==> src/rtl/core/wsa_pkg.sv <==
// ----------------------------------------------------------------------------
// wsa_pkg
// Shared types and constants of the windowed sensor aggregator.
// ----------------------------------------------------------------------------
package wsa_pkg;

   localparam int WINDOW_BITS = 27;
   localparam logic [WINDOW_BITS-1:0] WINDOW_RESET = 27'd10000;
   localparam int TIME_BITS  = 32;
   localparam int KEY_BITS   = 8;
   localparam int COUNT_BITS = 32;
   localparam logic [COUNT_BITS-1:0] COUNT_FULL = 32'hFFFF_FFFF;

   typedef enum logic [1:0] {
      OP_SAMPLE = 2'd0,
      OP_TICK   = 2'd1,
      OP_FLUSH  = 2'd2
   } op_type;

   typedef enum logic [1:0] {
      ST_IDLE,
      ST_DIV_FIRST,
      ST_DIV_SECOND,
      ST_LOAD
   } state_type;

   typedef struct packed {
      logic sample;
      logic tick;
      logic clear;
   } accum_ctl_type;

endpackage

==> src/rtl/core/wsa_divider.sv <==
// ----------------------------------------------------------------------------
// wsa_divider
// Shared signed-by-unsigned restoring divider, one quotient bit per cycle,
// truncating toward zero.
// ----------------------------------------------------------------------------
module wsa_divider #(
   parameter int SAMPLE_BITS = 16
) (
   input  logic                          clock,
   input  logic                          reset,
   input  logic                          start,
   input  logic signed [SAMPLE_BITS+31:0] dividend,
   input  logic [31:0]                   divisor,
   output logic                          busy,
   output logic                          done,
   output logic [SAMPLE_BITS-1:0]        quotient
);
   localparam int SUM_W = SAMPLE_BITS + 32;
   localparam int CNT_W = $clog2(SAMPLE_BITS);

   logic                   busy_ff, busy_in;
   logic                   done_ff, done_in;
   logic [CNT_W-1:0]       cnt_ff, cnt_in;
   logic [31:0]            rem_ff, rem_in;
   logic [SAMPLE_BITS-1:0] quo_ff, quo_in;
   logic [31:0]            div_ff, div_in;
   logic                   neg_ff, neg_in;

   logic [SUM_W-1:0] mag;
   logic [32:0]      trial;
   logic             fits;

   assign mag   = dividend[SUM_W-1] ? SUM_W'(-dividend) : SUM_W'(dividend);
   assign trial = {rem_ff, quo_ff[SAMPLE_BITS-1]};
   assign fits  = trial >= {1'b0, div_ff};

   always_comb begin
      busy_in = busy_ff;
      done_in = 1'b0;
      cnt_in  = cnt_ff;
      rem_in  = rem_ff;
      quo_in  = quo_ff;
      div_in  = div_ff;
      neg_in  = neg_ff;
      if (start) begin
         // high part is below the divisor since the mean fits a sample
         busy_in = 1'b1;
         cnt_in  = '0;
         rem_in  = mag[SUM_W-1:SAMPLE_BITS];
         quo_in  = mag[SAMPLE_BITS-1:0];
         div_in  = divisor;
         neg_in  = dividend[SUM_W-1];
      end else if (busy_ff) begin
         rem_in = fits ? 32'(trial - {1'b0, div_ff}) : trial[31:0];
         quo_in = {quo_ff[SAMPLE_BITS-2:0], fits};
         cnt_in = cnt_ff + 1'b1;
         if (cnt_ff == CNT_W'(SAMPLE_BITS - 1)) begin
            busy_in = 1'b0;
            done_in = 1'b1;
         end
      end
   end

   always_ff @(posedge clock) begin
      if (reset) begin
         busy_ff <= 1'b0;
         done_ff <= 1'b0;
      end else begin
         busy_ff <= busy_in;
         done_ff <= done_in;
      end
      cnt_ff <= cnt_in;
      rem_ff <= rem_in;
      quo_ff <= quo_in;
      div_ff <= div_in;
      neg_ff <= neg_in;
   end

   assign busy     = busy_ff;
   assign done     = done_ff;
   assign quotient = neg_ff ? SAMPLE_BITS'(-quo_ff) : quo_ff;

endmodule

==> src/rtl/core/wsa_accum.sv <==
// ----------------------------------------------------------------------------
// wsa_accum
// Window state: tick count, time stamps, keys, ok flag, count, and the
// sum, minimum and maximum of both channels.
// ----------------------------------------------------------------------------
module wsa_accum #(
   parameter int SAMPLE_BITS = 16
) (
   input  logic                          clock,
   input  logic                          reset,
   input  wsa_pkg::accum_ctl_type        ctl,
   input  logic [31:0]                   sample_time_ms,
   input  logic [7:0]                    key_first,
   input  logic [7:0]                    key_second,
   input  logic signed [SAMPLE_BITS-1:0] value_first,
   input  logic signed [SAMPLE_BITS-1:0] value_second,
   input  logic                          sample_ok,
   output logic [31:0]                   elapsed,
   output logic [31:0]                   count,
   output logic [31:0]                   first_time,
   output logic [31:0]                   last_time,
   output logic [7:0]                    held_first,
   output logic [7:0]                    held_second,
   output logic                          ok_and,
   output logic signed [SAMPLE_BITS+31:0] sum_first,
   output logic signed [SAMPLE_BITS+31:0] sum_second,
   output logic signed [SAMPLE_BITS-1:0] min_first,
   output logic signed [SAMPLE_BITS-1:0] max_first,
   output logic signed [SAMPLE_BITS-1:0] min_second,
   output logic signed [SAMPLE_BITS-1:0] max_second
);
   localparam int SUM_W = SAMPLE_BITS + 32;
   localparam logic signed [SAMPLE_BITS-1:0] MOST_POS = {1'b0, {(SAMPLE_BITS-1){1'b1}}};
   localparam logic signed [SAMPLE_BITS-1:0] MOST_NEG = {1'b1, {(SAMPLE_BITS-1){1'b0}}};

   logic [31:0]              elapsed_ff, count_ff, first_ff, last_ff;
   logic [7:0]               key0_ff, key1_ff;
   logic                     ok_ff;
   logic signed [SUM_W-1:0]  sum0_ff, sum1_ff;
   logic signed [SAMPLE_BITS-1:0] min0_ff, max0_ff, min1_ff, max1_ff;

   logic take, empty, ch1_en;

   assign empty  = count_ff == '0;
   assign take   = ctl.sample && (count_ff != wsa_pkg::COUNT_FULL);
   // channel 1 is decided by the second key of the first sample
   assign ch1_en = empty ? (key_second != '0) : (key1_ff != '0);

   always_ff @(posedge clock) begin
      if (reset || ctl.clear) begin
         elapsed_ff <= '0;
         count_ff   <= '0;
         first_ff   <= '0;
         last_ff    <= '0;
         key0_ff    <= '0;
         key1_ff    <= '0;
         ok_ff      <= 1'b1;
         sum0_ff    <= '0;
         sum1_ff    <= '0;
         min0_ff    <= MOST_POS;
         min1_ff    <= MOST_POS;
         max0_ff    <= MOST_NEG;
         max1_ff    <= MOST_NEG;
      end else begin
         if (ctl.tick) begin
            elapsed_ff <= elapsed_ff + 1'b1;
         end
         if (take) begin
            if (empty) begin
               first_ff <= sample_time_ms;
               key0_ff  <= key_first;
               key1_ff  <= key_second;
            end
            last_ff  <= sample_time_ms;
            count_ff <= count_ff + 1'b1;
            ok_ff    <= ok_ff & sample_ok;
            sum0_ff  <= sum0_ff + SUM_W'(value_first);
            if (value_first < min0_ff) begin
               min0_ff <= value_first;
            end
            if (value_first > max0_ff) begin
               max0_ff <= value_first;
            end
            if (ch1_en) begin
               sum1_ff <= sum1_ff + SUM_W'(value_second);
               if (value_second < min1_ff) begin
                  min1_ff <= value_second;
               end
               if (value_second > max1_ff) begin
                  max1_ff <= value_second;
               end
            end
         end
      end
   end

   assign elapsed     = elapsed_ff;
   assign count       = count_ff;
   assign first_time  = first_ff;
   assign last_time   = last_ff;
   assign held_first  = key0_ff;
   assign held_second = key1_ff;
   assign ok_and      = ok_ff;
   assign sum_first   = sum0_ff;
   assign sum_second  = sum1_ff;
   assign min_first   = min0_ff;
   assign max_first   = max0_ff;
   assign min_second  = min1_ff;
   assign max_second  = max1_ff;

endmodule

==> src/rtl/core/windowed_sensor_aggregator.sv <==
// ----------------------------------------------------------------------------
// windowed_sensor_aggregator
// Windowed count, time span, keys, ok flag, mean, minimum and maximum of two sensor
// channels, closed by millisecond ticks or by a flush.
// ----------------------------------------------------------------------------
// A sample, a tick that does not close the window and a close of an empty
// window are handled in idle, which the block does not leave. Closing a
// window that holds samples runs one shared restoring divider twice,
// channel 0 then channel 1, one quotient bit per cycle. The summary is
// loaded into the output register in ST_LOAD, and the block goes back to
// idle for the next request transfer once the previous summary has left
// that register or is being taken. The summary sits in an output register,
// so new transfers are taken while it waits.
module windowed_sensor_aggregator #(
   parameter int SAMPLE_BITS = 16
) (
   input  logic                 clock,
   input  logic                 reset,
   input  logic                 req_tvalid,
   output logic                 req_tready,
   // sample_time_ms, key_first, key_second, value_first, value_second,
   // sample_ok, zero fill
   input  logic [((49+2*SAMPLE_BITS+7)/8)*8-1:0] req_tdata,
   // op
   input  logic [1:0]           req_tuser,
   output logic                 rsp_tvalid,
   input  logic                 rsp_tready,
   // start_ms, end_ms, out_key_first, out_key_second, sample_count, all_ok,
   // avg_first, min_first, max_first, avg_second, min_second, max_second,
   // zero fill
   output logic [((113+6*SAMPLE_BITS+7)/8)*8-1:0] rsp_tdata,
   input  logic                 csr_we,
   input  logic [26:0]          csr_wdata
);
   localparam int SB    = SAMPLE_BITS;
   localparam int RSP_W = ((113 + 6*SB + 7) / 8) * 8;
   localparam int PAY_W = 113 + 6*SB;

   wsa_pkg::state_type state_ff, state_in;
   logic [wsa_pkg::WINDOW_BITS-1:0] window_ff;
   logic                rsp_valid_ff;
   logic [RSP_W-1:0]    rsp_data_ff;
   logic [SB-1:0]       avg0_ff;

   wsa_pkg::accum_ctl_type ctl;
   wsa_pkg::op_type op;

   logic [31:0] elapsed, count, first_time, last_time;
   logic [7:0]  held_first, held_second;
   logic        ok_and;
   logic signed [SB+31:0] sum_first, sum_second;
   logic signed [SB-1:0]  min_first, max_first, min_second, max_second;

   logic        accept, tick_close, close, out_free, load;
   logic        div_start, div_busy, div_done;
   logic [SB-1:0] quotient;
   logic        ch1;
   logic [PAY_W-1:0] payload;

   assign op         = wsa_pkg::op_type'(req_tuser);
   // ready is high exactly in idle
   assign accept     = req_tvalid && (state_ff == wsa_pkg::ST_IDLE);
   assign tick_close = 32'(elapsed + 1'b1) >= {5'd0, window_ff};
   assign close      = accept && ((op == wsa_pkg::OP_TICK && tick_close) ||
                                  op == wsa_pkg::OP_FLUSH);
   assign out_free   = !rsp_valid_ff || rsp_tready;

   wsa_accum #(.SAMPLE_BITS(SB)) u_accum (
      .clock          (clock),
      .reset          (reset),
      .ctl            (ctl),
      .sample_time_ms (req_tdata[31:0]),
      .key_first      (req_tdata[39:32]),
      .key_second     (req_tdata[47:40]),
      .value_first    (req_tdata[48+SB-1:48]),
      .value_second   (req_tdata[48+2*SB-1:48+SB]),
      .sample_ok      (req_tdata[48+2*SB]),
      .elapsed        (elapsed),
      .count          (count),
      .first_time     (first_time),
      .last_time      (last_time),
      .held_first     (held_first),
      .held_second    (held_second),
      .ok_and         (ok_and),
      .sum_first      (sum_first),
      .sum_second     (sum_second),
      .min_first      (min_first),
      .max_first      (max_first),
      .min_second     (min_second),
      .max_second     (max_second)
   );

   wsa_divider #(.SAMPLE_BITS(SB)) u_divider (
      .clock    (clock),
      .reset    (reset),
      .start    (div_start),
      .dividend ((state_ff == wsa_pkg::ST_IDLE) ? sum_first : sum_second),
      .divisor  (count),
      .busy     (div_busy),
      .done     (div_done),
      .quotient (quotient)
   );

   // next state
   always_comb begin
      state_in = state_ff;
      unique case (state_ff)
         wsa_pkg::ST_IDLE: begin
            if (close && count != '0) begin
               state_in = wsa_pkg::ST_DIV_FIRST;
            end
         end
         wsa_pkg::ST_DIV_FIRST: begin
            if (div_done) begin
               state_in = wsa_pkg::ST_DIV_SECOND;
            end
         end
         wsa_pkg::ST_DIV_SECOND: begin
            if (div_done) begin
               state_in = wsa_pkg::ST_LOAD;
            end
         end
         wsa_pkg::ST_LOAD: begin
            if (out_free) begin
               state_in = wsa_pkg::ST_IDLE;
            end
         end
         default: state_in = wsa_pkg::ST_IDLE;
      endcase
   end

   // outputs of the sequencer
   always_comb begin
      req_tready = 1'b0;
      div_start  = 1'b0;
      load       = 1'b0;
      ctl        = '0;
      unique case (state_ff)
         wsa_pkg::ST_IDLE: begin
            req_tready = 1'b1;
            div_start  = close && count != '0;
            ctl.sample = accept && op == wsa_pkg::OP_SAMPLE;
            ctl.tick   = accept && op == wsa_pkg::OP_TICK && !tick_close;
            ctl.clear  = close && count == '0;
         end
         wsa_pkg::ST_DIV_FIRST: begin
            div_start = div_done;
         end
         wsa_pkg::ST_DIV_SECOND: begin
         end
         wsa_pkg::ST_LOAD: begin
            load      = out_free;
            ctl.clear = out_free;
         end
         default: begin
         end
      endcase
   end

   assign ch1 = held_second != '0;
   assign payload = {
      ch1 ? max_second : SB'(0),
      ch1 ? min_second : SB'(0),
      ch1 ? quotient   : SB'(0),
      max_first,
      min_first,
      avg0_ff,
      ok_and,
      count,
      held_second,
      held_first,
      last_time,
      first_time
   };

   always_ff @(posedge clock) begin
      if (reset) begin
         state_ff     <= wsa_pkg::ST_IDLE;
         window_ff    <= wsa_pkg::WINDOW_RESET;
         rsp_valid_ff <= 1'b0;
      end else begin
         state_ff <= state_in;
         if (csr_we) begin
            window_ff <= csr_wdata;
         end
         if (load) begin
            rsp_valid_ff <= 1'b1;
         end else if (rsp_tready) begin
            rsp_valid_ff <= 1'b0;
         end
      end
      if (state_ff == wsa_pkg::ST_DIV_FIRST && div_done) begin
         avg0_ff <= quotient;
      end
      if (load) begin
         rsp_data_ff <= RSP_W'(payload);
      end
   end

   assign rsp_tvalid = rsp_valid_ff;
   assign rsp_tdata  = rsp_data_ff;

   a_start_idle_unit: assert property (@(posedge clock) disable iff (reset)
      div_start |-> !div_busy)
      else $error("divider started while busy");

   a_ready_unit_free: assert property (@(posedge clock) disable iff (reset)
      req_tready |-> !div_busy)
      else $error("input taken during division");

   a_load_clears: assert property (@(posedge clock) disable iff (reset)
      load |=> rsp_tvalid && count == '0 && state_ff == wsa_pkg::ST_IDLE)
      else $error("summary load did not restart the window");

   a_close_nonempty: assert property (@(posedge clock) disable iff (reset)
      state_ff == wsa_pkg::ST_LOAD |-> count != '0)
      else $error("summary of an empty window");

endmodule

==> config.mk <==
export PLATFORM = sky130hd
export DESIGN_NAME = windowed_sensor_aggregator
export DESIGN_NICKNAME = d
export VERILOG_FILES = /design/src/rtl/core/wsa_pkg.sv /design/src/rtl/core/wsa_divider.sv /design/src/rtl/core/wsa_accum.sv /design/src/rtl/core/windowed_sensor_aggregator.sv
export SDC_FILE = /design/constraint.sdc
export NUM_CORES = 1
export LEC_CHECK = 0
export BUFFER_PORTS_ARGS = -buffer_cell sky130_fd_sc_hd__clkbuf_2
export CAP_MARGIN = 30
export CORE_AREA = 5 5 258 285
export DETAILED_ROUTE_END_ITERATION = 10
export DIE_AREA = 0 0 263 290
export PLACE_DENSITY = 0.69
export SYNTH_ARGS = -nofsm -noshare
export SYNTH_HDL_FRONTEND = slang
export SYNTH_HIERARCHICAL = 1
export SYNTH_SLANG_ARGS = --single-unit
==> constraint.sdc <==
create_clock -name clock -period 22.9 [get_ports clock]
set_clock_uncertainty 0.2 [all_clocks]
set_input_delay 4.58 -clock clock [delete_from_list [all_inputs] [get_ports clock]]
set_output_delay 4.58 -clock clock [all_outputs]
set_load 0.02 [all_outputs]
# Word level (Yosys, flattened, before mapping)
# Index checks and enable logic that the tools add are counted.
# op_classes
add_sub_neg	8
magnitude_cmp	6
eq_ne	11
n_mux	25
n_bitwise	2
n_reduce_logical	31
# op_table
cell	count
48-bit by 16-bit adder with 48-bit output	2
32-bit 2-to-1 mux	3
48-bit 2-to-1 mux	2
32-bit by 1-bit adder with 32-bit output (second input constant)	2
16-bit 2-to-1 mux	3
48-bit negator	1
33-bit by 32-bit >= comparator with 1-bit output	1
32-bit by 27-bit >= comparator with 1-bit output	1
16-bit greater-than comparator	2
32-bit zero test	1
16-bit less-than comparator	2
32-bit inequality test (second input constant)	1
32-bit nonzero test	1
32-bit subtractor	1
16-bit negator	1
8-bit nonzero test	2
1-bit logical AND	10
2-bit 2-to-1 mux	5
1-bit 2-to-1 mux	9
2-bit one-hot mux with 4 select lines	1
2-bit AND reduction	4
2-bit == test (second input constant)	3
2-bit by 1-bit inequality test with 1-bit output (second input constant)	3
3-bit AND reduction	2
13 further kinds	20
# totals
ff_bits	647
input_bits	122
output_inout_bits	218
wordCells	109

# Depth between registers and ports, before layout
# logic_depth
ltp_word	8
depth_mapped	26
ltp_nobuf	25

# By module
# The synthesis kept the hierarchy.
# modules_own_cells
module	instances	cells_per_inst	area_each_um2	seq_area_each_um2
wsa_accum	1	2250	17710.7	6105.9
windowed_sensor_aggregator	1	654	10297.4	7357.1
wsa_divider	1	744	6693.9	2552.4

# Worst setup path after synthesis
# OpenSTA, ideal clock, no wires.
# synth_timing
kind	input-to-reg
start	input port rsp_tready
end	register u_accum.min0_ff[12], in the netlist u_accum/min_first[12]
setup_ns	0.072
arrival_time_ns	15.433
t_required_ns	22.628
path_slack_ns	7.196
stages	9
n_path_buf	3
path_cell_list	nor2b_1 -> nor2b_1 -> o2bb2ai_1 -> or2_2 -> clkbuf_1 -> clkbuf_1 -> clkbuf_1 -> nor2_1 -> mux2i_1
# synth_rtl
element	line_no	text
start: declaration	windowed_sensor_aggregator.sv:27	input logic rsp_tready,
end signal: assignment	wsa_accum.sv:79	min0_ff <= value_first;
end: declaration	wsa_accum.sv:40	logic signed [SAMPLE_BITS-1:0] min0_ff, max0_ff, min1_ff, max1_ff;

# Final worst setup path
# layout_timing
start	input port req_tdata[63]
end	register u_accum.sum0_ff[47], in the netlist u_accum/sum_first[47]
# layout_via
elab_chain_cells	1
# layout_rtl
element	line_no	text
start: declaration	windowed_sensor_aggregator.sv:23	input logic [((49+2*SAMPLE_BITS+7)/8)*8-1:0] req_tdata,
48-bit by 16-bit adder with 48-bit output	wsa_accum.sv:77	sum0_ff <= sum0_ff + SUM_W'(value_first);
end signal: assignment	wsa_accum.sv:77	
end: declaration	wsa_accum.sv:39	logic signed [SUM_W-1:0] sum0_ff, sum1_ff;
# No other way between the ends.
# A chain may end at the register's enable or synchronous reset.

==> results.toml <==
[global_route]
globalRoute.totalOverflow = 0
grt_start_max_net_pins = 165
antenna_violations_before_repair = 0
first_pass_grt_wire_length_mm = 137
first_global_vias = 25700
globalRouteTotalUtil_pct = 21.5

[setup_path]
worstPathRequired_ns = 23.23
crit-reg2reg-launch = "u_accum/elapsed[2]"
r2r_cells = 21
timing.critical_path.from_type = "input port"
critical_path.endpoint_type = "flop"
crit_start = "req_tdata[63]"
timing.critical_path.arrival_ns = 8.19
setup.worst_path.class = "input port to flop"
crit_fanout = 38

[timing]
layout_worst_path_cycle_share_pct = 34.3
finalCriticalPeriod_ns = 7.86
final_hold_viol_count = 0
timing_limited_maximum_frequency_mhz = 127
max_slew.worst_pin.slew_ns = 0.964
max-slew-margin-rel_pct = 35.7
final-setup-viol-count = 0
fin_tns_setup_ns = 0
drv_slew = 0
setup_repair_after_global_routing_missed_its_margin = "false"

[yosys]
synthTopCellsByArea = "sky130_fd_sc_hd__edfxtp_1 26%, sky130_fd_sc_hd__dfxtp_1 20%, sky130_fd_sc_hd__ha_1 8.1%, sky130_fd_sc_hd__nand2_1 5.6%, sky130_fd_sc_hd__a21oi_1 4.7%"
post-synth-top-area-fraction_pct = 26.5
most_common_library_cells_after_synthesis = "522 x sky130_fd_sc_hd__nand2_1, 341 x sky130_fd_sc_hd__dfxtp_1, 324 x sky130_fd_sc_hd__a21oi_1"
synthesis.yosys.warnings = 6
ys_async_sr_fraction_pct = 0
synth_enable_flop_cells = 306
yosysSeqAreaShare_pct = 46.2
synth_top_flop_cell = "sky130_fd_sc_hd__dfxtp_1"
total_standard_cell_area_after_synthesis_um2 = 34700
postSynthAreaPerCell_um2 = 9.51
synth.largest_area_cell = "sky130_fd_sc_hd__edfxtp_1"
postSynthCellCount = 3648
synth.most_common_cell = "sky130_fd_sc_hd__nand2_1"
synth_cell_type_count = 89
ys_ff_latch = 647

[finish]
num-fill-cells = 6239
fin_area_um2 = 39500
final_nets = 4267
multi_input_area_um2 = 17400
antennaDiodeCount = 0
area.growth.synth_to_final_pct = 13.9
layout-drive-gt1-share_pct = 14.1
ff_latch_area_um2 = 16000

[drt]
met3RoutedLength_mm = 3.88
detailroute.wirelength.met2_mm = 43.5
met1Wirelength_mm = 36.7
route.top_layer_used = "met4"
drt_pass1_iterations = 6
post_drt_wl_per_cell_um = 17.6
routed_wirelength_mm = 86.3
final_antenna_net_count = 0
post_drt_via_cell_ratio = 5.51
post-route-drc-count = 0
dr.first_iter.drc_count = 1640
dr_total_vias = 27100

[clock_tree]
cts_hold_buffers = 0
path_clk_slew_ns = 0.06
max-clock-path-buffers = 3
htree_levels = 3
clock_sink_count = 647
tritoncts.num_buffers = 69
postCtsSetupBuffers = 0
cts_tree = "done"
number_of_resized_instances_in_the_post_cts_repair_step = 0
worst_skew_pair.late_latency_ns = 0.64
clock-root-buffer = "sky130_fd_sc_hd__clkbuf_16"

[hold_path]
min_path_type = "flop to flop"
hold_depth = 0
hold_start = "avg0_ff[8]"

[pwr]
share_seq_of_total_power_pct = 47.1
share_clk_of_total_power_pct = 42.9
comb_power_share_pct = 10.0
cellInternalPower_mw = 1.98
leak_pwr_nw = 16.4
peakVddDrop_mv = 0.0543
sw_frac_of_total_pct = 25.2
power_density_nw_per_um2 = 67.1
power.switching_mw = 0.669

[floorplan]
die_w_um = 263
die_h_um = 290
core_region_area_um2 = 70100
pin_count = 340
fp-row-count = 102
floorplan.die_area_um2 = 76300
start_util_pct = 49.5

[placed_design]
place_hpwl_mm = 61.5
detailed_place.area_um2 = 37200
place_congestion = 0.882
port-buffer-count = 325

[status]
run_status = "complete, no violations"

[run]
timing.max_cap.violations = 0
==> power by group through the flow <==
stage	clock network (mW)	registers (mW)	logic [mW]
5_1_grt	1.21	1.25	0.298
6_report	1.14	1.25	0.266
2_1_floorplan	0	1.27	0.197
4_1_cts	1.16	1.25	0.265
3_5_place_dp	0	1.27	0.263
3_3_place_gp	0	1.27	0.258
==> final timing paths <==
check	to	slack, ns
hold / removal	rsp_tdata[121]	0.22
hold reg to reg	rsp_tdata[121]	0.22
setup / recovery	u_accum/sum_first[47]	15.04
setup reg to reg	u_accum/sum_first[40]	16.36
==> worst max-delay path, cell delays in order <==
cell                        delay (ns)
sky130_fd_sc_hd__clkbuf_2         0.55
sky130_fd_sc_hd__ha_1             0.66
sky130_fd_sc_hd__and3_1           0.22
sky130_fd_sc_hd__nand2_1          0.08
sky130_fd_sc_hd__o221ai_1         0.19
sky130_fd_sc_hd__a21oi_1          0.13
sky130_fd_sc_hd__a2111oi_2        0.41
sky130_fd_sc_hd__o2111ai_1        0.27
sky130_fd_sc_hd__o31ai_1          0.44
sky130_fd_sc_hd__a21oi_1          0.14
sky130_fd_sc_hd__mux2i_1          0.30
sky130_fd_sc_hd__mux2i_1          0.21
==> cells in the final DEF, fill, tap and decap left out, types with 23 or more instances in the layout <==
cell and n:
sky130_fd_sc_hd__nand2_1 521, sky130_fd_sc_hd__nand3_1 82, sky130_fd_sc_hd__mux2i_1 93, sky130_fd_sc_hd__a21o_1 97
sky130_fd_sc_hd__edfxtp_1 306, sky130_fd_sc_hd__and3_1 27, sky130_fd_sc_hd__xnor2_1 132, sky130_fd_sc_hd__and2_1 61
sky130_fd_sc_hd__nand4_1 56, sky130_fd_sc_hd__dfxtp_1 341, sky130_fd_sc_hd__nor4_1 41, sky130_fd_sc_hd__nor2_1 281
sky130_fd_sc_hd__o211ai_1 33, sky130_fd_sc_hd__a31oi_1 26, sky130_fd_sc_hd__o21ai_0 133, sky130_fd_sc_hd__ha_1 225
sky130_fd_sc_hd__mux2_2 48, sky130_fd_sc_hd__clkbuf_2 325, sky130_fd_sc_hd__xor2_1 109, sky130_fd_sc_hd__or3_1 23
sky130_fd_sc_hd__a21oi_1 323, sky130_fd_sc_hd__clkbuf_16 71, sky130_fd_sc_hd__nor3_1 40, sky130_fd_sc_hd__o31ai_1 28
sky130_fd_sc_hd__inv_1 174, sky130_fd_sc_hd__a211oi_1 24
==> flip-flops by register name (all words and copies together) (netlist names), 2 cells and up <==
| signal | flops |
|---|---|
| u_accum/sum_first | 48 |
| u_accum/max_second | 16 |
| avg0_ff | 16 |
| u_divider/div_ff | 32 |
| u_accum/last_time | 32 |
| u_accum/sum_second | 48 |
| u_divider/quo_ff | 16 |
| u_accum/min_second | 16 |
| u_divider/cnt_ff | 4 |
| state_ff | 2 |
| u_accum/first_time | 32 |
| window_ff | 27 |
| u_accum/min_first | 16 |
| u_accum/elapsed | 32 |
| rsp_tdata | 209 |
| u_accum/held_first | 8 |
| u_accum/max_first | 16 |
| u_divider/rem_ff | 32 |
| u_accum/count | 32 |
| u_accum/held_second | 8 |
==> cell families after synthesis <==
kind of cell,count (synthesis),share of synthesized area (%)
AOI/OAI and AO/OA,809,14.7
xor gates and xnor gates,241,6.08
adders and majority gates,229,8.32
buffers and inverters,336,3.82
DFF,647,46.2
muxes,141,4.24
other,1,0.0108
and+or+nand+nor,1244,16.6
==> final cells by class <==
cell class                 count  share of cell area [%]
multi-input combinational   2671                    44.1
clock buffer                  91                    4.86
clock inverter                34                    1.05
inverter                     174                    1.65
sequential                   647                    40.5
timing repair buffer         353                    4.80
tap                          936                    2.96
==> per-stage QoR <==
stage / total power, mW / hold slack [ns] / utilization, % / std cells / worst slack (ns)
finish: 2.65 / 0.216 / 56.4 / 4906 / 15.04
CTS: 2.68 / 0.219 / 56.4 / 4906 / 15.06
detailed placement: 1.54 / 0.205 / 53.1 / 4781 / 14.43
global placement: 1.53 / 0.201 / 52.9 / 4776 / 13.87
floorplan: 1.46 / 0.200 / - / 3654 / 7.20
global route: 2.76 / 0.221 / 56.4 / 4906 / 14.78
==> per-layer routing <==
layer | up-vias | global-route usage, %
li1 | 13600 | -
met1 | 12800 | 27.0
met2 | 602 | 38.7
met3 | 127 | 3.09
met4 | 0 | 6.47
met5 | - | 0
No activity file was read; power rests on OpenSTA's default activity.
